`src/bltd_pkg.sv`:
```
// Shared types, status codes and the inverse byte map of the byte-level token decoder.
`default_nettype none
package bltd_pkg;

  localparam int unsigned PointWidth = 21;
  localparam int unsigned QueueDepth = 2;

  typedef enum logic [2:0] {
    StOk        = 3'd0,
    StBadLead   = 3'd1,
    StBadCont   = 3'd2,
    StTrunc     = 3'd3,
    StUnmapped  = 3'd4
  } status_e;

  typedef struct packed {
    status_e               status;
    logic [PointWidth-1:0] point;
    logic                  tok_end;
  } entry_t;

  // Returns the hit flag above the raw byte.
  function automatic logic [8:0] inv_map(input logic [PointWidth-1:0] cp);
    logic [7:0] lo;
    logic [8:0] res;
    lo  = cp[7:0];
    res = '0;
    if (cp[PointWidth-1:8] == '0) begin
      if ((lo >= 8'd33 && lo <= 8'd126) || (lo >= 8'd161 && lo <= 8'd172) ||
          (lo >= 8'd174)) begin
        res = {1'b1, lo};
      end
    end else if (cp[PointWidth-1:9] == '0 && cp[8] && lo <= 8'd67) begin
      if (lo <= 8'd32) begin
        res = {1'b1, lo};
      end else if (lo <= 8'd66) begin
        res = {1'b1, lo + 8'd94};
      end else begin
        res = {1'b1, 8'd173};
      end
    end
    return res;
  endfunction

endpackage
`default_nettype wire

```
`src/bltd_front.sv`:
```
// Front end: accepts UTF-8 bytes, assembles code points and classifies errors.
`default_nettype none
module bltd_front (
  input  wire logic            clk_i,
  input  wire logic            rst_ni,
  input  wire logic            in_valid_i,
  output logic                 in_ready_o,
  input  wire logic [7:0]      in_byte_i,
  input  wire logic            token_end_i,
  input  wire logic            q_ready_i,
  output logic                 q_push_o,
  output bltd_pkg::entry_t     q_entry_o
);

  logic [1:0]                          rem_q, rem_d, rem_n;
  logic [bltd_pkg::PointWidth-1:0]     point_q, point_d, point_n;
  logic                                accept;
  logic                                err;
  bltd_pkg::status_e                   err_status;
  logic                                result;

  assign in_ready_o = q_ready_i;
  assign accept     = in_valid_i && in_ready_o;

  always_comb begin
    rem_n      = rem_q;
    point_n    = point_q;
    err        = 1'b0;
    err_status = bltd_pkg::StOk;
    if (rem_q == 2'd0) begin
      if (!in_byte_i[7]) begin
        point_n = {13'd0, in_byte_i};
        rem_n   = 2'd0;
      end else if (in_byte_i[7:5] == 3'b110) begin
        point_n = {16'd0, in_byte_i[4:0]};
        rem_n   = 2'd1;
      end else if (in_byte_i[7:4] == 4'b1110) begin
        point_n = {17'd0, in_byte_i[3:0]};
        rem_n   = 2'd2;
      end else if (in_byte_i[7:3] == 5'b11110) begin
        point_n = {18'd0, in_byte_i[2:0]};
        rem_n   = 2'd3;
      end else begin
        err        = 1'b1;
        err_status = bltd_pkg::StBadLead;
      end
    end else begin
      if (in_byte_i[7:6] != 2'b10) begin
        err        = 1'b1;
        err_status = bltd_pkg::StBadCont;
      end else begin
        point_n = {point_q[bltd_pkg::PointWidth-7:0], in_byte_i[5:0]};
        rem_n   = rem_q - 2'd1;
      end
    end
    if (!err && rem_n != 2'd0 && token_end_i) begin
      err        = 1'b1;
      err_status = bltd_pkg::StTrunc;
    end
  end

  assign result = err || (rem_n == 2'd0);

  always_comb begin
    rem_d   = rem_q;
    point_d = point_q;
    if (accept) begin
      if (result) begin
        rem_d   = 2'd0;
        point_d = '0;
      end else begin
        rem_d   = rem_n;
        point_d = point_n;
      end
    end
  end

  assign q_push_o          = accept && result;
  assign q_entry_o.status  = err ? err_status : bltd_pkg::StOk;
  assign q_entry_o.point   = err ? '0 : point_n;
  assign q_entry_o.tok_end = token_end_i;

  always_ff @(posedge clk_i or negedge rst_ni) begin
    if (!rst_ni) begin
      rem_q   <= 2'd0;
      point_q <= '0;
    end else begin
      rem_q   <= rem_d;
      point_q <= point_d;
    end
  end

  a_end_clears: assert property (@(posedge clk_i) disable iff (!rst_ni)
    accept && token_end_i |=> rem_q == 2'd0) else $error("sequence open after token end");
  a_end_pushes: assert property (@(posedge clk_i) disable iff (!rst_ni)
    accept && token_end_i |-> q_push_o) else $error("token end gave no result");

endmodule
`default_nettype wire

```
`src/bltd_queue.sv`:
```
// Two-entry queue between the front end and the back end.
`default_nettype none
module bltd_queue (
  input  wire logic             clk_i,
  input  wire logic             rst_ni,
  input  wire logic             push_i,
  input  wire bltd_pkg::entry_t push_entry_i,
  output logic                  ready_o,
  input  wire logic             pop_i,
  output logic                  valid_o,
  output bltd_pkg::entry_t      pop_entry_o
);

  bltd_pkg::entry_t mem_q [bltd_pkg::QueueDepth];
  logic             wr_ptr_q, wr_ptr_d;
  logic             rd_ptr_q, rd_ptr_d;
  logic [1:0]       count_q, count_d;
  logic             do_push, do_pop;

  assign ready_o     = count_q != 2'(bltd_pkg::QueueDepth);
  assign valid_o     = count_q != 2'd0;
  assign pop_entry_o = mem_q[rd_ptr_q];
  assign do_push     = push_i && ready_o;
  assign do_pop      = pop_i && valid_o;

  always_comb begin
    wr_ptr_d = do_push ? ~wr_ptr_q : wr_ptr_q;
    rd_ptr_d = do_pop ? ~rd_ptr_q : rd_ptr_q;
    count_d  = count_q + {1'b0, do_push} - {1'b0, do_pop};
  end

  always_ff @(posedge clk_i) begin
    if (do_push) begin
      mem_q[wr_ptr_q] <= push_entry_i;
    end
  end

  always_ff @(posedge clk_i or negedge rst_ni) begin
    if (!rst_ni) begin
      wr_ptr_q <= 1'b0;
      rd_ptr_q <= 1'b0;
      count_q  <= 2'd0;
    end else begin
      wr_ptr_q <= wr_ptr_d;
      rd_ptr_q <= rd_ptr_d;
      count_q  <= count_d;
    end
  end

  a_count_range: assert property (@(posedge clk_i) disable iff (!rst_ni)
    count_q <= 2'(bltd_pkg::QueueDepth)) else $error("queue count out of range");
  a_no_overflow: assert property (@(posedge clk_i) disable iff (!rst_ni)
    push_i |-> ready_o) else $error("push into a full queue");
  a_ptr_match: assert property (@(posedge clk_i) disable iff (!rst_ni)
    (count_q == 2'd0 || count_q == 2'd2) |-> wr_ptr_q == rd_ptr_q)
    else $error("queue pointers disagree with count");

endmodule
`default_nettype wire

```
`src/bltd_back.sv`:
```
// Back end: maps code points to raw bytes and holds the output register.
`default_nettype none
module bltd_back (
  input  wire logic             clk_i,
  input  wire logic             rst_ni,
  input  wire logic             q_valid_i,
  input  wire bltd_pkg::entry_t q_entry_i,
  output logic                  q_pop_o,
  output logic                  out_valid_o,
  input  wire logic             out_ready_i,
  output logic [7:0]            out_byte_o,
  output logic [2:0]            status_o,
  output logic                  out_token_end_o
);

  logic              valid_q, valid_d;
  logic [7:0]        byte_q, byte_d;
  bltd_pkg::status_e status_q, status_d;
  logic              tok_end_q, tok_end_d;
  logic [8:0]        map_res;

  assign q_pop_o = q_valid_i && (!valid_q || out_ready_i);
  assign map_res = bltd_pkg::inv_map(q_entry_i.point);

  always_comb begin
    valid_d   = valid_q;
    byte_d    = byte_q;
    status_d  = status_q;
    tok_end_d = tok_end_q;
    if (valid_q && out_ready_i) begin
      valid_d = 1'b0;
    end
    if (q_pop_o) begin
      valid_d   = 1'b1;
      tok_end_d = q_entry_i.tok_end;
      if (q_entry_i.status != bltd_pkg::StOk) begin
        status_d = q_entry_i.status;
        byte_d   = 8'd0;
      end else if (map_res[8]) begin
        status_d = bltd_pkg::StOk;
        byte_d   = map_res[7:0];
      end else begin
        status_d = bltd_pkg::StUnmapped;
        byte_d   = 8'd0;
      end
    end
  end

  always_ff @(posedge clk_i) begin
    byte_q    <= byte_d;
    status_q  <= status_d;
    tok_end_q <= tok_end_d;
  end

  always_ff @(posedge clk_i or negedge rst_ni) begin
    if (!rst_ni) begin
      valid_q <= 1'b0;
    end else begin
      valid_q <= valid_d;
    end
  end

  assign out_valid_o     = valid_q;
  assign out_byte_o      = byte_q;
  assign status_o        = status_q;
  assign out_token_end_o = tok_end_q;

  a_err_zero: assert property (@(posedge clk_i) disable iff (!rst_ni)
    valid_q && status_q != bltd_pkg::StOk |-> byte_q == 8'd0)
    else $error("error result carries a byte");

endmodule
`default_nettype wire

```
`src/byte_level_token_text_decode.sv`:
```
// Top level of the byte-level token text decoder.
// The result of a completing byte is registered in the queue, then in the output register.
// Throughput: one byte per cycle while the queue is not full; its ready drives in_ready_o.
// A two-entry queue and the output register let either side stall on its own.
// Reset clears the partial code point, the queue and the output valid flag.
`default_nettype none
module byte_level_token_text_decode (
  input  wire logic       clk_i,
  input  wire logic       rst_ni,
  input  wire logic       in_valid_i,
  output logic            in_ready_o,
  input  wire logic [7:0] in_byte_i,
  input  wire logic       token_end_i,
  output logic            out_valid_o,
  input  wire logic       out_ready_i,
  output logic [7:0]      out_byte_o,
  output logic [2:0]      status_o,
  output logic            out_token_end_o
);

  logic             push, q_ready, q_valid, pop;
  bltd_pkg::entry_t push_entry, pop_entry;

  bltd_front u_front (
    .clk_i       (clk_i),
    .rst_ni      (rst_ni),
    .in_valid_i  (in_valid_i),
    .in_ready_o  (in_ready_o),
    .in_byte_i   (in_byte_i),
    .token_end_i (token_end_i),
    .q_ready_i   (q_ready),
    .q_push_o    (push),
    .q_entry_o   (push_entry)
  );

  bltd_queue u_queue (
    .clk_i        (clk_i),
    .rst_ni       (rst_ni),
    .push_i       (push),
    .push_entry_i (push_entry),
    .ready_o      (q_ready),
    .pop_i        (pop),
    .valid_o      (q_valid),
    .pop_entry_o  (pop_entry)
  );

  bltd_back u_back (
    .clk_i           (clk_i),
    .rst_ni          (rst_ni),
    .q_valid_i       (q_valid),
    .q_entry_i       (pop_entry),
    .q_pop_o         (pop),
    .out_valid_o     (out_valid_o),
    .out_ready_i     (out_ready_i),
    .out_byte_o      (out_byte_o),
    .status_o        (status_o),
    .out_token_end_o (out_token_end_o)
  );

endmodule
`default_nettype wire
```
`config.mk`:
```
export PLATFORM = sky130hd
export DESIGN_NAME = byte_level_token_text_decode
export DESIGN_NICKNAME = d
export VERILOG_FILES = /design/src/bltd_pkg.sv /design/src/bltd_front.sv /design/src/bltd_queue.sv /design/src/bltd_back.sv /design/src/byte_level_token_text_decode.sv
export SDC_FILE = /design/constraint.sdc
export NUM_CORES = 1
export LEC_CHECK = 0
export ABC_CLOCK_PERIOD_IN_PS = 6000
export BUFFER_PORTS_ARGS = -buffer_cell sky130_fd_sc_hd__buf_2
export CORE_MARGIN = 8
export CORE_UTILIZATION = 55
export CTS_BUF_LIST = sky130_fd_sc_hd__clkbuf_8
export DETAILED_ROUTE_END_ITERATION = 10
export PLACE_DENSITY = 0.84
export RECOVER_POWER = 100
export SYNTH_ARGS = -nofsm -noshare
export SYNTH_HDL_FRONTEND = slang
export SYNTH_HIERARCHICAL = 1
export SYNTH_SLANG_ARGS = --single-unit
```
`constraint.sdc`:
```
create_clock -name clk_i -period 6 [get_ports clk_i]
set_input_delay 0.9 -clock clk_i [delete_from_list [all_inputs] [get_ports clk_i]]
set_output_delay 0.9 -clock clk_i [all_outputs]
set_load 0.005 [all_outputs]
```
* Yosys cells after proc, flatten, opt, wreduce, memory -nomap -nowiden
Memory sizes are Yosys's and may differ from the RTL's.
Index checks and enable logic that the tools add are counted.
Widths: inputs -> output; s select.
** Word-level totals
- Memories kept :: 1
- Logic and storage cells :: 98
- Register bits :: 40
- Bits of input ports :: 13
- Bits in writable memories :: 50
- Output and inout bits :: 14
** Memories
- u_queue.mem_q :: words 2, bits a word 25, read ports 1, clocked after memory_dff 0, wr ports 1, line bltd_queue.sv:14 : bltd_pkg::entry_t mem_q [bltd_pkg::QueueDepth];
** Operators by class
- Multiplexer cells :: 41
- Reduce and logical (&&, ||, !) cells :: 27
- Magnitude comparators :: 8
- Add/sub/neg operators :: 4
- Bitwise logic cells :: 3
- Equality and inequality tests :: 5
** Operators with widths (count)
- $mux 21 :: 8
- $mux 9 :: 4
- $le 8x7->1 const B :: 3
- $mux 3 :: 8
- $ge 8x8->1 const B :: 2
- $mux 2 :: 8
- $logic_not 13->1 :: 1
- $logic_and 1x1->1 :: 12
- $logic_not 12->1 :: 1
- $mux 1 :: 12
- $add 8x7->8 const B :: 1
- $ge 8x6->1 const B :: 1
- $le 8x6->1 const B :: 1
- $le 8x8->1 const B :: 1
- $mux 8 :: 1
- $reduce_bool 2->1 :: 3
- $eq 5x5->1 const B :: 1
- $eq 4x4->1 const B :: 1
- $logic_not 2->1 :: 2
- $logic_or 1x1->1 :: 4
- $ne 2x2->1 const B :: 2
- $eq 3x3->1 const B :: 1
- $not 1->1 :: 3
- $reduce_bool 3->1 :: 1
- other kinds (5) :: 6

* Depth between registers and ports, before layout
Gate-level depths: netlist of run 1.
- Depth in word-level cells :: 15
- Gate-level depth with buffers :: 14
- Gate-level depth less buffers :: 12

* Cells and area by module
Netlist of run 1, hierarchy kept.
** Modules (own cells, without submodules)
- bltd_queue :: instances 1, sequential area each 1601.5 um2, area each 2019.4 um2, cells an instance 95
- bltd_front :: instances 1, sequential area each 425.4 um2, area each 1328.8 um2, cells an instance 174
- bltd_back :: instances 1, sequential area each 385.4 um2, area each 1004.7 um2, cells an instance 99

* Worst setup path before layout of run 1
No wires, ideal clock.
- Path type :: input to register
- Start point :: in in_byte_i[6]
- End point :: mem u_queue/mem_q[0][0] (netlist name), enable pin
- Stages :: 8
- Library setup time :: 407 ps
- Path buffers :: 2
- Required time :: 5593 ps
- Path slack :: 2355 ps
- Arrival time :: 3238 ps
- Cell sequence :: buf_6 -> or3b_1 -> buf_2 -> nand4_2 -> o2111ai_4 -> a21oi_1 -> nand2_1 -> nor2_1
** On the way
- Word-level cells in the longest chain between the ends :: 15
- Elaborated cells on any way between the ends :: 27
** Ends and longest elaborated chain
- start: declaration :: line byte_level_token_text_decode.sv:12 : input wire logic [7:0] in_byte_i,
- $eq 5x5->1 :: line bltd_front.sv:40 : end else if (in_byte_i[7:3] == 5'b11110) begin
- $mux 2 / $mux 1 (equally long branches) :: line bltd_front.sv:40
- $mux 2 / $mux 1 (equally long branches) :: line bltd_front.sv:37 : end else if (in_byte_i[7:4] == 4'b1110) begin
- $mux 2 / $mux 1 (equally long branches) :: line bltd_front.sv:34 : end else if (in_byte_i[7:5] == 3'b110) begin
- $mux 2 / $mux 1 (equally long branches) :: line bltd_front.sv:31 : if (!in_byte_i[7]) begin
- $mux 2 / $mux 1 (equally long branches) :: line bltd_front.sv:30 : if (rem_q == 2'd0) begin
- $reduce_bool 2->1 / $logic_not 1->1 (equally long branches) :: line bltd_front.sv:56 : if (!err && rem_n != 2'd0 && token_end_i) begin
- $logic_and 1x1->1 (2 in series) :: line bltd_front.sv:56
- $mux 1 :: line bltd_front.sv:56
- $logic_or 1x1->1 * :: line bltd_front.sv:62 : assign result = err || (rem_n == 2'd0);
- $logic_and 1x1->1 * :: line bltd_front.sv:78 : assign q_push_o = accept && result;
- via push :: line byte_level_token_text_decode.sv:21 : logic push, q_ready, q_valid, pop;
- $logic_and 1x1->1 * :: line bltd_queue.sv:23 : assign do_push = push_i && ready_o;
- $mux 1 * :: line bltd_queue.sv:33 : if (do_push) begin
- $mux 1 (not written as such) * :: line bltd_queue.sv:34 : mem_q[wr_ptr_q] <= push_entry_i;
- end: declaration :: line bltd_queue.sv:14
The timed path passes the listed nets; every way through them passes the cells marked *.

* Worst setup path after layout of run 1
- Start point :: reg u_front.rem_q[0]
- End point :: mem u_queue/mem_q[0][21] (netlist name), enable pin
** On the way
- Word-level cells in the longest chain between the ends :: 14
- Elaborated cells on any way between the ends :: 20
** Ends and longest elaborated chain
- start: declaration :: line bltd_front.sv:15 : logic [1:0] rem_q, rem_d, rem_n;
- start signal: assignment :: line bltd_front.sv:88 : rem_q <= rem_d;
- $mux 2 :: line bltd_front.sv:40
- $mux 2 :: line bltd_front.sv:37
- $mux 2 :: line bltd_front.sv:34
- $mux 2 :: line bltd_front.sv:31
- $mux 2 :: line bltd_front.sv:30
- $reduce_bool 2->1 :: line bltd_front.sv:56
- $logic_and 1x1->1 (2 in series) :: line bltd_front.sv:56
- $mux 1 :: line bltd_front.sv:56
- $logic_or 1x1->1 * :: line bltd_front.sv:62
- $logic_and 1x1->1 * :: line bltd_front.sv:78
- via push :: line byte_level_token_text_decode.sv:21
- $logic_and 1x1->1 * :: line bltd_queue.sv:23
- $mux 1 * :: line bltd_queue.sv:33
- $mux 1 (not written as such) * :: line bltd_queue.sv:34
Marked as above.

==> results.cfg, run 1 <==
[outcome]
status = finished, violations left
violations = capacitance limit, slew limit

[detailed_routing]
vias = 2851
vias_per_cell = 5.93
drt_wl_total_mm = 8.56
routedWlPerCell_microns = 17.8
drt-initial-drc-count = 134
drc = 0
ant_nets = 0
firstDrtPassIters = 4

[critical_path]
r2r-start = u_front/rem_q[0]
cp-start-kind = flop
crit_path_cell_trace = inv_1 -> ha_1 -> nor3b_1 -> a221oi_1 -> o2111ai_1 -> a21oi_1 -> nand2_1 -> nor2_2 -> clkbuf_1
slowest_stage = clkbuf_1
setup.worst_path.end_class = flop
slowest_delay_ns = 1.10
crit_fanout = 25
crit_arrival_ns = 4.07
r2r-end = u_queue/mem_q[0][21]
setup.worst_path.end = u_queue/mem_q[0][21]
r2r_slack_ns = 1.87
crit_required_ns = 5.95
startpoint = u_front/rem_q[0]
crit_type = reg -> reg
r2r_cells = 9

[cts]
cts_resized = 0
cts_hold_buf = 0
htree_num_levels = 3
clk_latency_ns = 0.35
cts_tree = built
clockBufferDepth = 2
cts_root_buf = clkbuf_8
clkTransAtPathRegs_ns = 0.08
cts_setup_buffers = 0
cts_buffers = 9
clock-sinks = 84

[timing]
max_freq_mhz = 242
worstMarginPinSlew_ns = 1.50
hold_slack_ns = 0.492
finalHoldViolations = 0
final.min_clock_period_ns = 4.13
setup_viol = 0
fin_skew_ns = 0.0120
setup-tns-final_ns = 0
rsz0062_at_grt = false
final_max_slew_viol_count = 25
fin_crit_sh_pct = 68.8
relSlewSlack_pct = -0.251

[logic_synthesis]
yosysSeqAreaShare_pct = 55.4
synth-edff-count = 62
ys_top_cells_by_area = edfxtp_1, dfrtp_1, mux2_2, nand2_1, and2_1
synthesis.area_sq_um = 4350
avgSynthCellArea_sq_um = 11.8
synth_top_cell_area_share_pct = 42.8
synth_nets = 388
yosysMostFrequentCell = edfxtp_1
synth_cell_type_count = 68
synth_cells = 368
synth_common_cells = edfxtp_1, nand2_1, mux2_2
ys_ff_latch = 84
ys_async_sr_fraction_pct = 26.2
synth-main-ff-cell = edfxtp_1
synth_top_area_cell = edfxtp_1
ys_warn_count = 6

[global_routing]
grt_pass1_vias = 2871
grt_max_degree = 27
antenna_found_initial = 0
grt_overflow = 0
grt_pass1_wl_mm = 14.1
grt.total_usage_pct = 15.7

[power_and_ir_drop]
p_per_area_nw_per_um2 = 426
report.power.total_uw = 1940
total_leakage_power_uw = 0.00163
ir_drop_uv = 253

[final_layout]
syn_to_final_growth_pct = 4.54
antenna_cells = 0
final_util_pct = 59.2
fin_nets = 394
drive_gt1_share_pct = 15.6
fill_cells = 637

[place]
gp_congestion = 0.885
place_hpwl_mm = 5.91
port_buffers = 26

[floorplan]
core_area_sq_um = 7690
placementRows = 32
initial_core_util_pct = 56.6
die_h_microns = 105
die_x_microns = 105
io_pins = 27
die-area_sq_um = 11000

[min_path]
hold_path_class = reg -> reg

[job]
max_cap_violations = 1
==> how the worst min path moves through the flow <==
stage | depth (start not counted) | start | to | slack, ns
3_3_place_gp | 2 | u_front/point_q[10] | u_front/point_q[10] | 0.46
5_1_grt | 2 | u_front/point_q[10] | u_front/point_q[10] | 0.52
2_1_floorplan | 2 | u_front/point_q[10] | u_front/point_q[10] | 0.44
4_1_cts | 2 | u_front/point_q[10] | u_front/point_q[10] | 0.50
3_5_place_dp | 2 | u_front/point_q[10] | u_front/point_q[10] | 0.48
6_report | 2 | u_front/point_q[10] | u_front/point_q[10] | 0.49
==> cells by family after synthesis <==
family / after synthesis / synth area share, %
AO/OA/AOI/OAI: 80 / 13.4
multiplexers: 26 / 6.78
other: 1 / 0.0861
AND/OR/NAND/NOR: 121 / 15.9
flip-flops: 84 / 55.4
buffers and inverters: 45 / 5.60
XOR/XNOR: 4 / 0.805
adder cells (fa/ha/maj): 7 / 2.01
==> per-layer routing <==
metal	GRT usage [%]	wire [microns]	up-vias
met1	19.0	3700	1391
met5	0	0	-
met2	24.9	4230	90
li1	-	-	1348
met3	3.75	444	22
met4	9.58	190	0
==> metrics by stage <==
stage                     worst slack (ns)  instance area [sq um]  instances
after floorplan                       2.36                   4350        368
after global placement                2.48                   4430        465
after detailed placement              2.42                   4430        465
after CTS                             2.47                   4640        481
after global routing                  1.50                   4550        481
final                                 1.87                   4550        481
==> flip-flops by register name (all words and copies together), names as in the netlist <==
register	cells
u_queue/mem_q	50
u_front/point_q	15
u_back/out_byte_o	8
u_back/status_o	3
u_front/rem_q	2
u_queue/count_q	2
u_back/out_token_end_o	1
u_back/out_valid_o	1
u_queue/rd_ptr_q	1
u_queue/wr_ptr_q	1
==> layout make-up <==
class                   count  area [sq um]  share of cell area, %
inverters                  13          48.8                   1.07
clock buffers               9           124                   2.72
multi-input cells         239          1630                   35.8
clock inverters             7          92.6                   2.03
well taps                 102           128                   2.80
flip-flops and latches     84          2410                   53.0
repair buffers             27           116                   2.56
==> where the power goes <==
group          switching (uW)  internal [uW]
clock                     200            233
combinational             392            241
sequential               77.9            795
==> cell usage in the layout (no fill, tap or decap), types with 8 or more instances in the layout <==
cell	netlist	layout
nand3_1	8	8
o31ai_1	8	8
o21ai_0	17	17
nand2_1	44	45
clkbuf_1	12	15
a21oi_1	17	20
mux2_2	24	22
dfrtp_1	22	22
inv_1	13	14
clkbuf_8	0	9
buf_2	9	12
nand2b_1	8	8
edfxtp_1	62	62
and2_0	1	19
==> critical path: cells and delay by family, from the launching register on <==
family | cells | cell delay, ns
AO/OA/AOI/OAI | 3 | 1.04
AND/OR/NAND/NOR | 3 | 0.50
buffers and inverters | 2 | 1.20
flip-flops | 1 | 0.40
adder cells (fa/ha/maj) | 1 | 0.58
Power figures use the tool's default switching activity.
==> run 2, diff against run 1 <==
ABC_CLOCK_PERIOD_IN_PS = 3800   (was 6000)
clock period = 3.8 ns   (was 6 ns; I/O delays follow)
==> results.cfg, run 2 (same netlist as run 1, synthesis figures left out) <==
[outcome]
status = complete, no violations

[global_routing]
antenna_found_initial = 0
grt.total_usage_pct = 15.0
grt_pass1_vias = 2783
grt_pass1_wl_mm = 13.6
grt_max_degree = 26
grt_overflow = 0

[timing]
fin_crit_sh_pct = 87.5
fin_ws_ns = 0.474
finalHoldViolations = 0
rsz0062_at_grt = false
setup_viol = 0
hold_slack_ns = 0.448
final.min_clock_period_ns = 3.33
setup-tns-final_ns = 0
worstMarginPinSlew_ns = 1.21
final_max_slew_viol_count = 0
max_freq_mhz = 301
fin_skew_ns = 0.0120
relSlewSlack_pct = 19.1

[place]
gp_congestion = 0.849
pre_cts_slack_ns = 0.604
port_buffers = 26
place_hpwl_mm = 5.69

[floorplan]
die_h_microns = 105
core_area_sq_um = 7690
die_x_microns = 105
initial_core_util_pct = 56.6
die-area_sq_um = 11000
placementRows = 32
io_pins = 27

[power_and_ir_drop]
report.power.total_uw = 3060
total_leakage_power_uw = 0.00165
p_int_uw = 2030
combPwrFrac_pct = 34.5
p_per_area_nw_per_um2 = 667
switching_share_pct = 33.6
clkPwrFrac_pct = 22.3
p_switching_uw = 1030
ir_drop_uv = 446
p_seq_share_pct = 43.2

[final_layout]
largest_reg_flops = 50
final_cell_mix = edfxtp_1, nand2_1, mux2_2
final_common_cell = edfxtp_1
antenna_cells = 0
drive_gt1_share_pct = 16.8
fill_cells = 654
fin_nets = 396
final_util_pct = 59.7
top_register = u_queue/mem_q
syn_to_final_growth_pct = 5.35

[critical_path]
cp-start-kind = flop
crit_arrival_ns = 3.31
crit_type = reg -> reg
setup.worst_path.end_class = flop
crit_fanout = 25
crit_required_ns = 3.78

[detailed_routing]
vias_per_cell = 5.91
routedWlPerCell_microns = 16.9
drt-initial-drc-count = 159
ant_nets = 0
drt_wl_total_mm = 8.16
drc = 0
vias = 2854
firstDrtPassIters = 4

[cts]
cts_resized = 0
cts_root_buf = clkbuf_8
cts_tree = built
cts_buffers = 9
clock-sinks = 84
cts_setup_buffers = 0
clk_latency_ns = 0.35
htree_num_levels = 3
clkTransAtPathRegs_ns = 0.08
clockBufferDepth = 2
cts_hold_buf = 0

[min_path]
hold_path_class = in -> async

[job]
max_cap_violations = 0
## run 2: worst max-delay path: stages (launching register included)
cell and delay [ns]:
dfrtp_1 0.42, inv_1 0.09, ha_1 0.57, nor3b_1 0.20, a221oi_2 0.42, o2111ai_4 0.21
a21oi_1 0.23, nand2_1 0.14, nor2_1 0.11, clkbuf_2 0.55
## run 2: final cells by class
class | count | area [sq um] | share of cell area [%]
well taps | 102 | 128 | 2.78
clock inverters | 6 | 81.3 | 1.77
repair buffers | 29 | 130 | 2.84
multi-input cells | 239 | 1650 | 35.9
flip-flops and latches | 84 | 2410 | 52.6
inverters | 13 | 48.8 | 1.06
clock buffers | 10 | 138 | 3.00
## run 2: metrics by stage
step / area (sq um) / cells
floorplan: 4350 / 368
global placement: 4440 / 467
detailed placement: 4440 / 467
CTS: 4660 / 483
global route: 4590 / 483
finish: 4590 / 483
## run 2: path summary, 6_finish.rpt
check                                    start              endpoint  slack (ns)  depth (start not counted)
max                           u_front/rem_q[1]  u_queue/mem_q[0][16]        0.47                          9
max in group asynchronous               rst_ni    u_front/point_q[9]        2.62                          1
max reg2reg                   u_front/rem_q[1]  u_queue/mem_q[0][16]        0.47                          9
min                                     rst_ni    u_queue/count_q[1]        0.45                          1
min in group clk_i         u_front/point_q[11]   u_front/point_q[11]        0.49                          2
min reg2reg                u_front/point_q[11]   u_front/point_q[11]        0.49                          2
## run 2: per-layer routing
| layer | global-route usage, % | vias up | part of all wire [%] |
|---|---|---|---|
| li1 | - | 1355 | - |
| met5 | 0 | - | 0 |
| met1 | 18.8 | 1380 | 45 |
| met4 | 8.36 | 0 | 2.2 |
| met3 | 2.89 | 18 | 6.2 |
| met2 | 23.9 | 101 | 47 |
## run 2: power by group through the flow
stage	sequential (uW)	combinational [uW]	clock, uW
2_1_floorplan	1330	904	0
3_3_place_gp	1330	1070	0
3_5_place_dp	1340	1090	0
4_1_cts	1320	1100	698
5_1_grt	1340	1160	732
6_report	1320	1050	683
